## config.mk

```make
export PLATFORM = sky130hd
export DESIGN_NAME = dde_ctrl
export DESIGN_NICKNAME = d
export VERILOG_FILES = /design/src/rtl/core/dde_pkg.sv /design/src/rtl/core/dde_ctrl.sv
export SDC_FILE = /design/constraint.sdc
export NUM_CORES = 1
export LEC_CHECK = 0
export ABC_AREA = 1
export BUFFER_PORTS_ARGS = -buffer_cell sky130_fd_sc_hd__buf_4
export CAP_MARGIN = 20
export CORE_MARGIN = 2
export CORE_UTILIZATION = 30
export CTS_BUF_LIST = sky130_fd_sc_hd__clkbuf_4 sky130_fd_sc_hd__clkbuf_8 sky130_fd_sc_hd__clkbuf_16
export DETAILED_ROUTE_END_ITERATION = 6
export HOLD_SLACK_MARGIN = 0.06
export SYNTH_ARGS = -nofsm -noshare
export SYNTH_HDL_FRONTEND = slang
export SYNTH_SLANG_ARGS = --single-unit
```

## constraint.sdc

```tcl
create_clock -name clk_i -period 2 [get_ports clk_i]
set_clock_uncertainty 0.05 [all_clocks]
set_input_delay 0.4 -clock clk_i [delete_from_list [all_inputs] [get_ports clk_i]]
set_output_delay 0.4 -clock clk_i [all_outputs]
set_load 0.02 [all_outputs]
```

## src/rtl/core/dde_pkg.sv

```systemverilog
`default_nettype none
package dde_pkg;

  // Defaults for the top-level parameters
  localparam int COUNT_BITS   = 16;
  localparam int CORDIC_STEPS = 16;

  // Fixed-point constants (angles Q2.13, CORDIC vectors Q.30)
  localparam int JUMP_LIMIT  = 10000;
  localparam int PI_Q13      = 25736;
  localparam int HALF_PI_Q13 = 12868;
  localparam int TWO_PI_Q13  = 51472;
  localparam int GAIN_Q30    = 652032874;
  localparam int MAX_ITER    = 24;
  localparam int US_PER_S    = 1000000;
  localparam int ANG_SCALE   = 8000000;   // Q13 to Q16 (x8) times 1e6

  // Configuration registers
  localparam int           CFG_W      = 20;
  localparam int           REG_IDX_W  = 1;
  localparam logic [15:0]  TPM_RESET  = 16'd2270;
  localparam logic [19:0]  WB_RESET   = 20'd14680;

  // Divider sizes
  localparam int DIV_NUM_W = 52;
  localparam int DIV_DEN_W = 20;

  typedef enum logic [REG_IDX_W-1:0] {
    REG_TPM = 1'b0,
    REG_WB  = 1'b1
  } reg_e;

  typedef enum logic [1:0] {
    MODE_LEFT  = 2'd0,
    MODE_RIGHT = 2'd1,
    MODE_SET   = 2'd2,
    MODE_TICK  = 2'd3
  } mode_e;

  typedef enum logic [4:0] {
    OP_NONE,
    OP_SET,
    OP_CNT,
    OP_STEP_WR,
    OP_PREP,
    OP_LIN_MUL,
    OP_DIV_PROD,
    OP_LIN_WR,
    OP_DIV_ARG,
    OP_ARG_WR,
    OP_CORDIC_T,
    OP_ASIN_CMP,
    OP_BIT_NEXT,
    OP_CORDIC_AVG,
    OP_MUL_X,
    OP_MUL_Y,
    OP_POS_WR,
    OP_ANG_MUL,
    OP_ANG_WR,
    OP_OUT
  } op_e;

  typedef struct packed {
    op_e  op;
    logic in_ready;
  } cmd_t;

  typedef struct packed {
    logic  in_valid;
    mode_e mode;
    logic  pose_valid;
    logic  cnt_use;
    logic  fault;
    logic  t_ok;
    logic  bit_zero;
    logic  div_done;
    logic  cordic_done;
    logic  out_free;
  } status_t;

  // atan(2^-i), Q.24 radians
  function automatic logic signed [27:0] atan_q24(input logic [4:0] i);
    logic signed [27:0] r;
    case (i)
      5'd0:  r = 28'sd13176795;
      5'd1:  r = 28'sd7778716;
      5'd2:  r = 28'sd4110060;
      5'd3:  r = 28'sd2086331;
      5'd4:  r = 28'sd1047214;
      5'd5:  r = 28'sd524117;
      5'd6:  r = 28'sd262123;
      5'd7:  r = 28'sd131069;
      5'd8:  r = 28'sd65536;
      5'd9:  r = 28'sd32768;
      5'd10: r = 28'sd16384;
      5'd11: r = 28'sd8192;
      5'd12: r = 28'sd4096;
      5'd13: r = 28'sd2048;
      5'd14: r = 28'sd1024;
      5'd15: r = 28'sd512;
      5'd16: r = 28'sd256;
      5'd17: r = 28'sd128;
      5'd18: r = 28'sd64;
      5'd19: r = 28'sd32;
      5'd20: r = 28'sd16;
      5'd21: r = 28'sd8;
      5'd22: r = 28'sd4;
      5'd23: r = 28'sd2;
      default: r = 28'sd0;
    endcase
    return r;
  endfunction

  // One wrap by 2*pi into plus/minus pi
  function automatic logic signed [15:0] wrap_q13(input logic signed [16:0] a);
    logic signed [17:0] w;
    w = 18'(a);
    if (w > 18'(PI_Q13)) begin
      w = w - 18'(TWO_PI_Q13);
    end else if (w < -18'(PI_Q13)) begin
      w = w + 18'(TWO_PI_Q13);
    end
    return w[15:0];
  endfunction

  function automatic logic signed [31:0] sat32(input logic signed [39:0] v);
    logic signed [31:0] r;
    if (v > 40'sd2147483647) begin
      r = 32'sh7FFFFFFF;
    end else if (v < -40'sd2147483648) begin
      r = 32'sh80000000;
    end else begin
      r = v[31:0];
    end
    return r;
  endfunction

endpackage
`default_nettype wire

```

## src/rtl/core/dde_ctrl.sv

```systemverilog
`default_nettype none
// Sequencer: steps the datapath through each kind of item
module dde_ctrl (
  input  logic             clk_i,
  input  logic             rst_ni,
  input  dde_pkg::status_t status_i,
  output dde_pkg::cmd_t    cmd_o
);
  import dde_pkg::*;

  typedef enum logic [4:0] {
    S_IDLE,
    S_DISPATCH,
    S_CNT,
    S_CNT_WAIT,
    S_PREP,
    S_LIN_MUL,
    S_LIN_DIV,
    S_LIN_WAIT,
    S_ARG_DIV,
    S_ARG_WAIT,
    S_ASIN_TRY,
    S_ASIN_WAIT,
    S_AVG,
    S_AVG_WAIT,
    S_MUL_Y,
    S_POS_WR,
    S_ANG_MUL,
    S_ANG_DIV,
    S_ANG_WAIT,
    S_OUT
  } state_e;

  state_e state_q, state_d;
  logic   ready_q;
  op_e    op;

  always_comb begin
    state_d = state_q;
    op      = OP_NONE;
    case (state_q)
      S_IDLE: begin
        if (status_i.in_valid && ready_q) begin
          state_d = S_DISPATCH;
        end
      end
      S_DISPATCH: begin
        case (status_i.mode)
          MODE_LEFT, MODE_RIGHT: state_d = S_CNT;
          MODE_SET: begin
            op      = OP_SET;
            state_d = S_IDLE;
          end
          MODE_TICK: state_d = status_i.pose_valid ? S_PREP : S_IDLE;
          default:   state_d = S_IDLE;
        endcase
      end
      S_CNT: begin
        op      = OP_CNT;
        state_d = status_i.cnt_use ? S_CNT_WAIT : S_IDLE;
      end
      S_CNT_WAIT: begin
        if (status_i.div_done) begin
          op      = OP_STEP_WR;
          state_d = S_IDLE;
        end
      end
      S_PREP: begin
        op      = OP_PREP;
        state_d = S_LIN_MUL;
      end
      S_LIN_MUL: begin
        op      = OP_LIN_MUL;
        state_d = S_LIN_DIV;
      end
      S_LIN_DIV: begin
        op      = OP_DIV_PROD;
        state_d = S_LIN_WAIT;
      end
      S_LIN_WAIT: begin
        if (status_i.div_done) begin
          op      = OP_LIN_WR;
          state_d = status_i.fault ? S_OUT : S_ARG_DIV;
        end
      end
      S_ARG_DIV: begin
        op      = OP_DIV_ARG;
        state_d = S_ARG_WAIT;
      end
      S_ARG_WAIT: begin
        if (status_i.div_done) begin
          op      = OP_ARG_WR;
          state_d = S_ASIN_TRY;
        end
      end
      // bitwise asin search, most significant bit first
      S_ASIN_TRY: begin
        if (status_i.t_ok) begin
          op      = OP_CORDIC_T;
          state_d = S_ASIN_WAIT;
        end else begin
          op      = OP_BIT_NEXT;
          state_d = status_i.bit_zero ? S_AVG : S_ASIN_TRY;
        end
      end
      S_ASIN_WAIT: begin
        if (status_i.cordic_done) begin
          op      = OP_ASIN_CMP;
          state_d = status_i.bit_zero ? S_AVG : S_ASIN_TRY;
        end
      end
      S_AVG: begin
        op      = OP_CORDIC_AVG;
        state_d = S_AVG_WAIT;
      end
      S_AVG_WAIT: begin
        if (status_i.cordic_done) begin
          op      = OP_MUL_X;
          state_d = S_MUL_Y;
        end
      end
      S_MUL_Y: begin
        op      = OP_MUL_Y;
        state_d = S_POS_WR;
      end
      S_POS_WR: begin
        op      = OP_POS_WR;
        state_d = S_ANG_MUL;
      end
      S_ANG_MUL: begin
        op      = OP_ANG_MUL;
        state_d = S_ANG_DIV;
      end
      S_ANG_DIV: begin
        op      = OP_DIV_PROD;
        state_d = S_ANG_WAIT;
      end
      S_ANG_WAIT: begin
        if (status_i.div_done) begin
          op      = OP_ANG_WR;
          state_d = S_OUT;
        end
      end
      S_OUT: begin
        if (status_i.out_free) begin
          op      = OP_OUT;
          state_d = S_IDLE;
        end
      end
      default: state_d = S_IDLE;
    endcase
  end

  always_ff @(posedge clk_i or negedge rst_ni) begin
    if (!rst_ni) begin
      state_q <= S_IDLE;
      ready_q <= 1'b1;
    end else begin
      state_q <= state_d;
      ready_q <= state_d == S_IDLE;
    end
  end

  assign cmd_o.op       = op;
  assign cmd_o.in_ready = ready_q;

endmodule
`default_nettype wire

```

Yosys cells after proc, flatten, opt, wreduce, memory -nomap -nowiden
Index checks and enable logic that the tools add are counted.

Bits in registers: 6. Latch bits: 0. RAM bits: 0. ROM bits: 0. Output and inout bits: 6. Memories: 0.

$add $sub $neg: 0. $mul: 0. Div/mod/pow operators: 0. Magnitude comparators: 0. Equality and inequality tests: 22. Shift operators: 0. Mux-type cells: 25. Bitwise gates (word level): 0. Reductions and logical operators: 6.

Operators with widths (number): $pmux W5 S20 (1); $pmux W5 S18 (1); $mux W5 (11); $eq A5 B4 Y1 const B (8); $eq A5 B3 Y1 const B (4); $eq A5 B5 Y1 const B (4); $mux W3 (5); $pmux W5 S3 (1); $mux W4 (3); $eq A5 B2 Y1 const B (2); $logic_not A5 Y1 (2); $eq A5 B1 Y1 const B (1); $eq A2 B2 Y1 const B (2); $mux W2 (2); $reduce_or A2 Y1 (2); $eq A2 B1 Y1 const B (1); $logic_not A2 Y1 (1); $logic_and A1 B1 Y1 (1); $mux W1 (1).

Logic depth before layout (Yosys ltp)
Gate-level depths: netlist of run 1.

Depth in word-level cells: 5. Mapped depth: 11.

Least setup slack after synthesis of run 1
OpenSTA, ideal clock, no wires.

Kind: register to output. Start: reg state_q[3]. End: out cmd_o[2] (netlist bit). Arrival: 1262 ps. Data required time: 1550 ps. Path slack: 288 ps. Cell stages (with the launch flop): 9. Cells stage by stage: dfrtp_1 nor2_4 nand2_4 inv_2 nand2_1 nor2_1 or2_2 inv_1 nand4_1.

RTL lines: start, declared (RTL line dde_ctrl.sv:34) `state_e state_q, state_d;`; start signal, assigned (RTL line dde_ctrl.sv:159) `state_q <= state_d;`; end, declared (RTL line dde_ctrl.sv:7) `output dde_pkg::cmd_t cmd_o`.

==> results.cfg, run 1 <==
[hold_path]
hold_path.class = input port to asynchronous set/reset pin

[sta]
relSlewSlack_pct = 82.5
setup_violations = 2
maxSlewViolCount = 0
tightest_slew_ns = 0.261
grt_setup_unrepaired = yes
hold_viol = 0
worst_slack_ns = -0.0169
tns_ns = -0.0268
hold-worst-slack_ns = 0.429
final.period_utilization_pct = 101
fmax_ghz = 0.496
period_needed_ns = 2.02

[die]
io_pins = 19
initial_core_util_pct = 32.4
die_w_microns = 56.2
rows = 18
dieArea_sq_mm = 0.00316
core_area_sq_mm = 0.00252
die_height_microns = 56.2

[worst_setup_path]
worst-r2r-cell-count = 11
cp-end-kind = primary output
crit_type = register to primary output
critPathSlowestCell = dfrtp_2
cpPeakStageDelay_ns = 0.43
cp_data_arrival_time_ns = 1.57
crit_path_max_fanout = 5
start_kind = register
crit_chain = buf_6, nand2_4, inv_2, nand2_2, nor2_4, or2_4, inv_2, nand4_1, buf_4
cp_common_cell = inv_2
worstPathRequired_ns = 1.55

[clock_tree]
cts_root_buf = clkbuf_4
cts_buffers = 3
clk_latency_ns = 0.25
cts.clk_slew.worst_paths_ns = 0.05
htree_num_levels = 1
cts_buffer_depth = 2
clkSinkCount = 6
cts_tree = yes

[finish]
layout_commonest_cell = nand2_1
nNetsFinal = 200
n_fill_cell = 250
diodes = 0
stdcell_count = 216
drive_gt1_share_pct = 48.9
seq_area_sq_um = 158
syn2layout_area_growth_pct = 55.2
design_area_sq_mm = 0.00127
multi_input_area_sq_um = 674
final_cell_mix = nand2_1 (38), buf_4 (35), nor2_1 (19)

[routing]
drc = 0
wl_per_cell_microns = 12.5
drt_first_pass_iters = 4
drt-initial-drc-count = 44
wirelength_microns = 2700
via_count = 1074
viasPerCell = 4.97
ant_nets = 0

[global_route]
grt_max_degree = 7
grt_overflow = 0
grt_pass1_wl_microns = 4340
antenna_found_initial = 0
grt_util_all_layers_pct = 17.2
grt_pass1_vias = 1012

[yosys]
ys_ff_latch = 6
syn_area_sq_um = 818
ys_seq_area_share_pct = 18.5
syn_inst = 146
syn_area_per_cell_sq_um = 5.60
yosysUniqueCellTypes = 29
synth_nets = 159
synth-warning-count = 0

[place]
hpwlAfterDp_microns = 2050
dp_slack_ns = 0.0408
port-buffer-count = 18
dp_cells = 197
placed_area_sq_mm = 0.00101
gp_congestion = 0.946

[pwr]
vdd_drop_max_mv = 0.746
p_per_area_mw_per_mm2 = 1370
p_leak_nw = 0.728

[job]
maxCapViolations = 0

[run_status]
status = complete, but fails checks
violations = negative setup slack
-- cells in the mapped netlist --
cell       count  area share, %
o211a_1        1            1.2
nand2_4        2            2.8
o2111ai_1      1            1.1
nor2_1        26             12
a31oi_1        1           0.77
dfstp_2        1            3.2
nand2_1       45             21
a21boi_0       1           0.92
nor3_1         2            1.2
inv_2          4            1.8
nor2_2         2            1.5
nand3b_1       1           0.92
nand2_2        3            2.3
nand3_2        1            1.2
dfrtp_1        5             15
nor4_1         1           0.77
nor2_4         2            2.8
inv_1         16            7.3
buf_4          1           0.92
nand3_1       16            9.8
buf_6          1            1.4
nand4_1        4            3.1
or2_2          1           0.77
o211ai_1       1           0.92
a21oi_2        1            1.1
a21oi_1        2            1.2
o21ai_0        2            1.2
o21ai_2        1            1.1
o21a_1         1           0.92
-- layer usage --
metal,up-vias,routed length (microns),track usage [%]
li1,547,-,-
met1,476,1160,20.7
met2,42,1320,30.6
met3,9,128,1.40
met4,0,77,8.16
met5,-,0,0
-- kinds of logic (layout without fill, tap and decap cells) --
kind of cell    Yosys count  in the layout  share of synthesized area, %
buf+inv                  22             62                          11.5
flops                     6              6                          18.5
compound gates           12             12                          10.4
simple gates            106            106                          59.6
-- area by class of cell --
type	count	area share, %
Clock buffer	4	2.36
Inverter	20	5.91
Multi-Input combinational cell	118	53.1
Sequential cell	6	12.4
Tap cell	30	2.96
Timing Repair Buffer	38	23.3
-- where the power goes --
part	leakage (nW)	switching, mW	total (mW)	internal, mW
clock	0.0184	0.0474	0.137	0.0893
combinational	0.640	0.756	1.32	0.563
sequential	0.0690	0.0948	0.287	0.192
-- worst max-delay path: cells and delay by family (launching register included) --
family,cells,cell delay (ns)
flip-flops,1,0.43
AND/OR/NAND/NOR,5,0.48
buffers and inverters,4,0.41
-- sequential cells by signal, indices dropped and copies added, names as in the netlist --
register  cells
state_q       5
ready_q       1
-- final timing paths --
check,from,to,slack (ns)
min reg2reg,state_q[3]$_DFF_PN0_,state_q[3]$_DFF_PN0_,0.68
max in group asynchronous,rst_ni,ready_q$_DFF_PN1_,1.26
min in group clk_i,status_i[7],state_q[2]$_DFF_PN0_,0.44
min,rst_ni,state_q[2]$_DFF_PN0_,0.43
max,state_q[4]$_DFF_PN0_,cmd_o[2],-0.02
max reg2reg,state_q[0]$_DFF_PN0_,ready_q$_DFF_PN1_,0.33
-- stage by stage --
step | util [%] | power, mW
after global routing | 50.3 | 1.89
after CTS | 48.4 | 1.67
final | 50.3 | 1.74
after detailed placement | 40.0 | 1.28
after floorplan | - | 0.961
after global placement | 40.0 | 1.29
-- what timing repair did --
action / CTS / global route
setup endpoints to repair: 5 / 5
endpoints found under the hold margin: 5 / 0
buffers inserted: 12 / 2
gates resized for setup: 30 / 11
hold buffers: 1 / 0
pin swaps: 7 / 7
(Power assumes the default switching activity.)
==> run 2, diff against run 1 <==
--- a/config.mk
+++ b/config.mk
@@ -9,10 +9,13 @@
 export BUFFER_PORTS_ARGS = -buffer_cell sky130_fd_sc_hd__buf_4
 export CAP_MARGIN = 20
 export CORE_MARGIN = 2
-export CORE_UTILIZATION = 30
+export CORE_UTILIZATION = 52
 export CTS_BUF_LIST = sky130_fd_sc_hd__clkbuf_4 sky130_fd_sc_hd__clkbuf_8 sky130_fd_sc_hd__clkbuf_16
 export DETAILED_ROUTE_END_ITERATION = 6
 export HOLD_SLACK_MARGIN = 0.06
+export PLACE_DENSITY = 0.77
+export REMOVE_ABC_BUFFERS = 1
+export SLEW_MARGIN = 20
 export SYNTH_ARGS = -nofsm -noshare
 export SYNTH_HDL_FRONTEND = slang
 export SYNTH_SLANG_ARGS = --single-unit
==> results.cfg, run 2 (synthesis gave the netlist of run 1 again) <==
[run_status]
status = complete, but fails checks
violations = negative setup slack

[clock_tree]
clkSinkCount = 6
cts_buffer_depth = 2
clk_latency_ns = 0.27
cts_buffers = 3
cts_root_buf = clkbuf_4
cts_tree = yes
cts.clk_slew.worst_paths_ns = 0.06
htree_num_levels = 1

[finish]
syn2layout_area_growth_pct = 42.7
largest_register_ffs = 5
regMostFlops = state_q
drive_gt1_share_pct = 39.0
layout_commonest_cell = nand2_1
diodes = 0
final_cell_mix = nand2_1 (41), buf_4 (26), nor2_1 (22)
stdcell_count = 193
reg_top3 = state_q x5, ready_q x1
nNetsFinal = 191

[worst_setup_path]
worst-r2r-cell-count = 9
timing.rr.start = state_q[3]$_DFF_PN0_
cp-end-kind = primary output
cp_data_arrival_time_ns = 1.67
worstPathRequired_ns = 1.55
cp-startpoint = state_q[3]$_DFF_PN0_
crit_path_max_fanout = 5
rr_endpoint = ready_q$_DFF_PN1_
crit_type = register to primary output
crit_end = cmd_o[1]
start_kind = register
ff2ff_setup_slack_ns = 0.32

[die]
die_height_microns = 43.7
io_pins = 19
initial_core_util_pct = 55.0
core_area_sq_mm = 0.00149
rows = 14
dieArea_sq_mm = 0.00191
die_w_microns = 43.7

[routing]
drc = 0
drt_first_pass_iters = 4
drt-initial-drc-count = 73
via_count = 1145
ant_nets = 0
viasPerCell = 5.93
wirelength_microns = 3030
wl_per_cell_microns = 15.7

[pwr]
switching_share_pct = 54.5
p_per_area_mw_per_mm2 = 1440
p_int_mw = 0.766
switchingPower_mw = 0.917
vdd_drop_max_mv = 0.724
p_leak_nw = 0.682
combPwrFrac_pct = 74.2
p_total_mw = 1.68
clkPwrFrac_pct = 8.6
p_seq_share_pct = 17.1

[global_route]
antenna_found_initial = 0
grt_pass1_vias = 983
grt_max_degree = 9
grt_pass1_wl_microns = 4510
grt_util_all_layers_pct = 33.3
grt_overflow = 0

[place]
dp_cells = 179
dp_slack_ns = 0.0682
port-buffer-count = 18
hpwlAfterDp_microns = 2100
gp_congestion = 0.956

[sta]
tightest_slew_ns = 0.354
relSlewSlack_pct = 76.3
fmax_ghz = 0.471
maxSlewViolCount = 0
hold-worst-slack_ns = 0.428
final.period_utilization_pct = 106
setup_violations = 4
hold_viol = 0
period_needed_ns = 2.12
grt_setup_unrepaired = yes
worst_slack_ns = -0.125

[hold_path]
hold_path.class = input port to asynchronous set/reset pin

[job]
maxCapViolations = 0
[run 2: changes by cell type in the layout (fill, tap and decap cells not counted), sizes merged]
| cell | before | now |
|---|---|---|
| buf | 37 | 28 |
[run 2: worst min path at each step]
stage | slack [ns] | end | start
after floorplan | 0.05 | state_q[0]$_DFF_PN0_ | rst_ni
after global placement | 0.16 | state_q[0]$_DFF_PN0_ | rst_ni
after detailed placement | 0.16 | state_q[0]$_DFF_PN0_ | rst_ni
after CTS | 0.44 | state_q[4]$_DFF_PN0_ | rst_ni
after global routing | 0.44 | state_q[2]$_DFF_PN0_ | rst_ni
final | 0.43 | state_q[4]$_DFF_PN0_ | rst_ni
[run 2: layout make-up]
class	instances	area, sq um
timing repair buffer	29	228
inverter	20	80.1
multi-input combinational	118	652
clock buffer	4	30.0
fill	100	322
sequential	6	158
tap	16	20.0
[run 2: metal layers]
metal / GRT usage [%] / part of all wire [%] / vias up
met5: 0 / 0 / -
met4: 10.9 / 2.9 / 0
met3: 5.00 / 11 / 13
met2: 59.1 / 49 / 90
met1: 40.8 / 37 / 511
li1: - / - / 531
[run 2: power groups by stage]
stage	sequential (mW)	combinational (mW)	clock, mW
after floorplan	0.265	0.674	0
after global placement	0.267	0.954	0
after detailed placement	0.267	0.975	0
after CTS	0.282	1.10	0.141
after global routing	0.294	1.33	0.153
final	0.288	1.25	0.146
[run 2: repair_timing]
item,CTS,global route
pin swaps,5,8
hold buffers,1,0
setup endpoints to repair,5,5
endpoints found under the hold margin,5,0
cloned,0,0
resized for setup,21,9
setup buffers,6,3
[run 2: worst max-delay path: stages (launching register included)]
cell,delay (ns)
dfrtp_2,0.44
nor2_4,0.08
nand2_4,0.09
inv_2,0.04
nand2_2,0.05
nor2_2,0.04
buf_4,0.13
nor4_4,0.28
nand2_1,0.11
buf_6,0.14
[run 2: metrics by stage]
step / utilization (%) / setup TNS (ns) / area (sq um)
final: 78.4 / -0.311 / 1170
after global routing: 78.4 / -0.525 / 1170
after CTS: 74.3 / -0.155 / 1110
after detailed placement: 64.6 / 0 / 962
after global placement: 64.6 / 0 / 962
after floorplan: - / 0 / 800
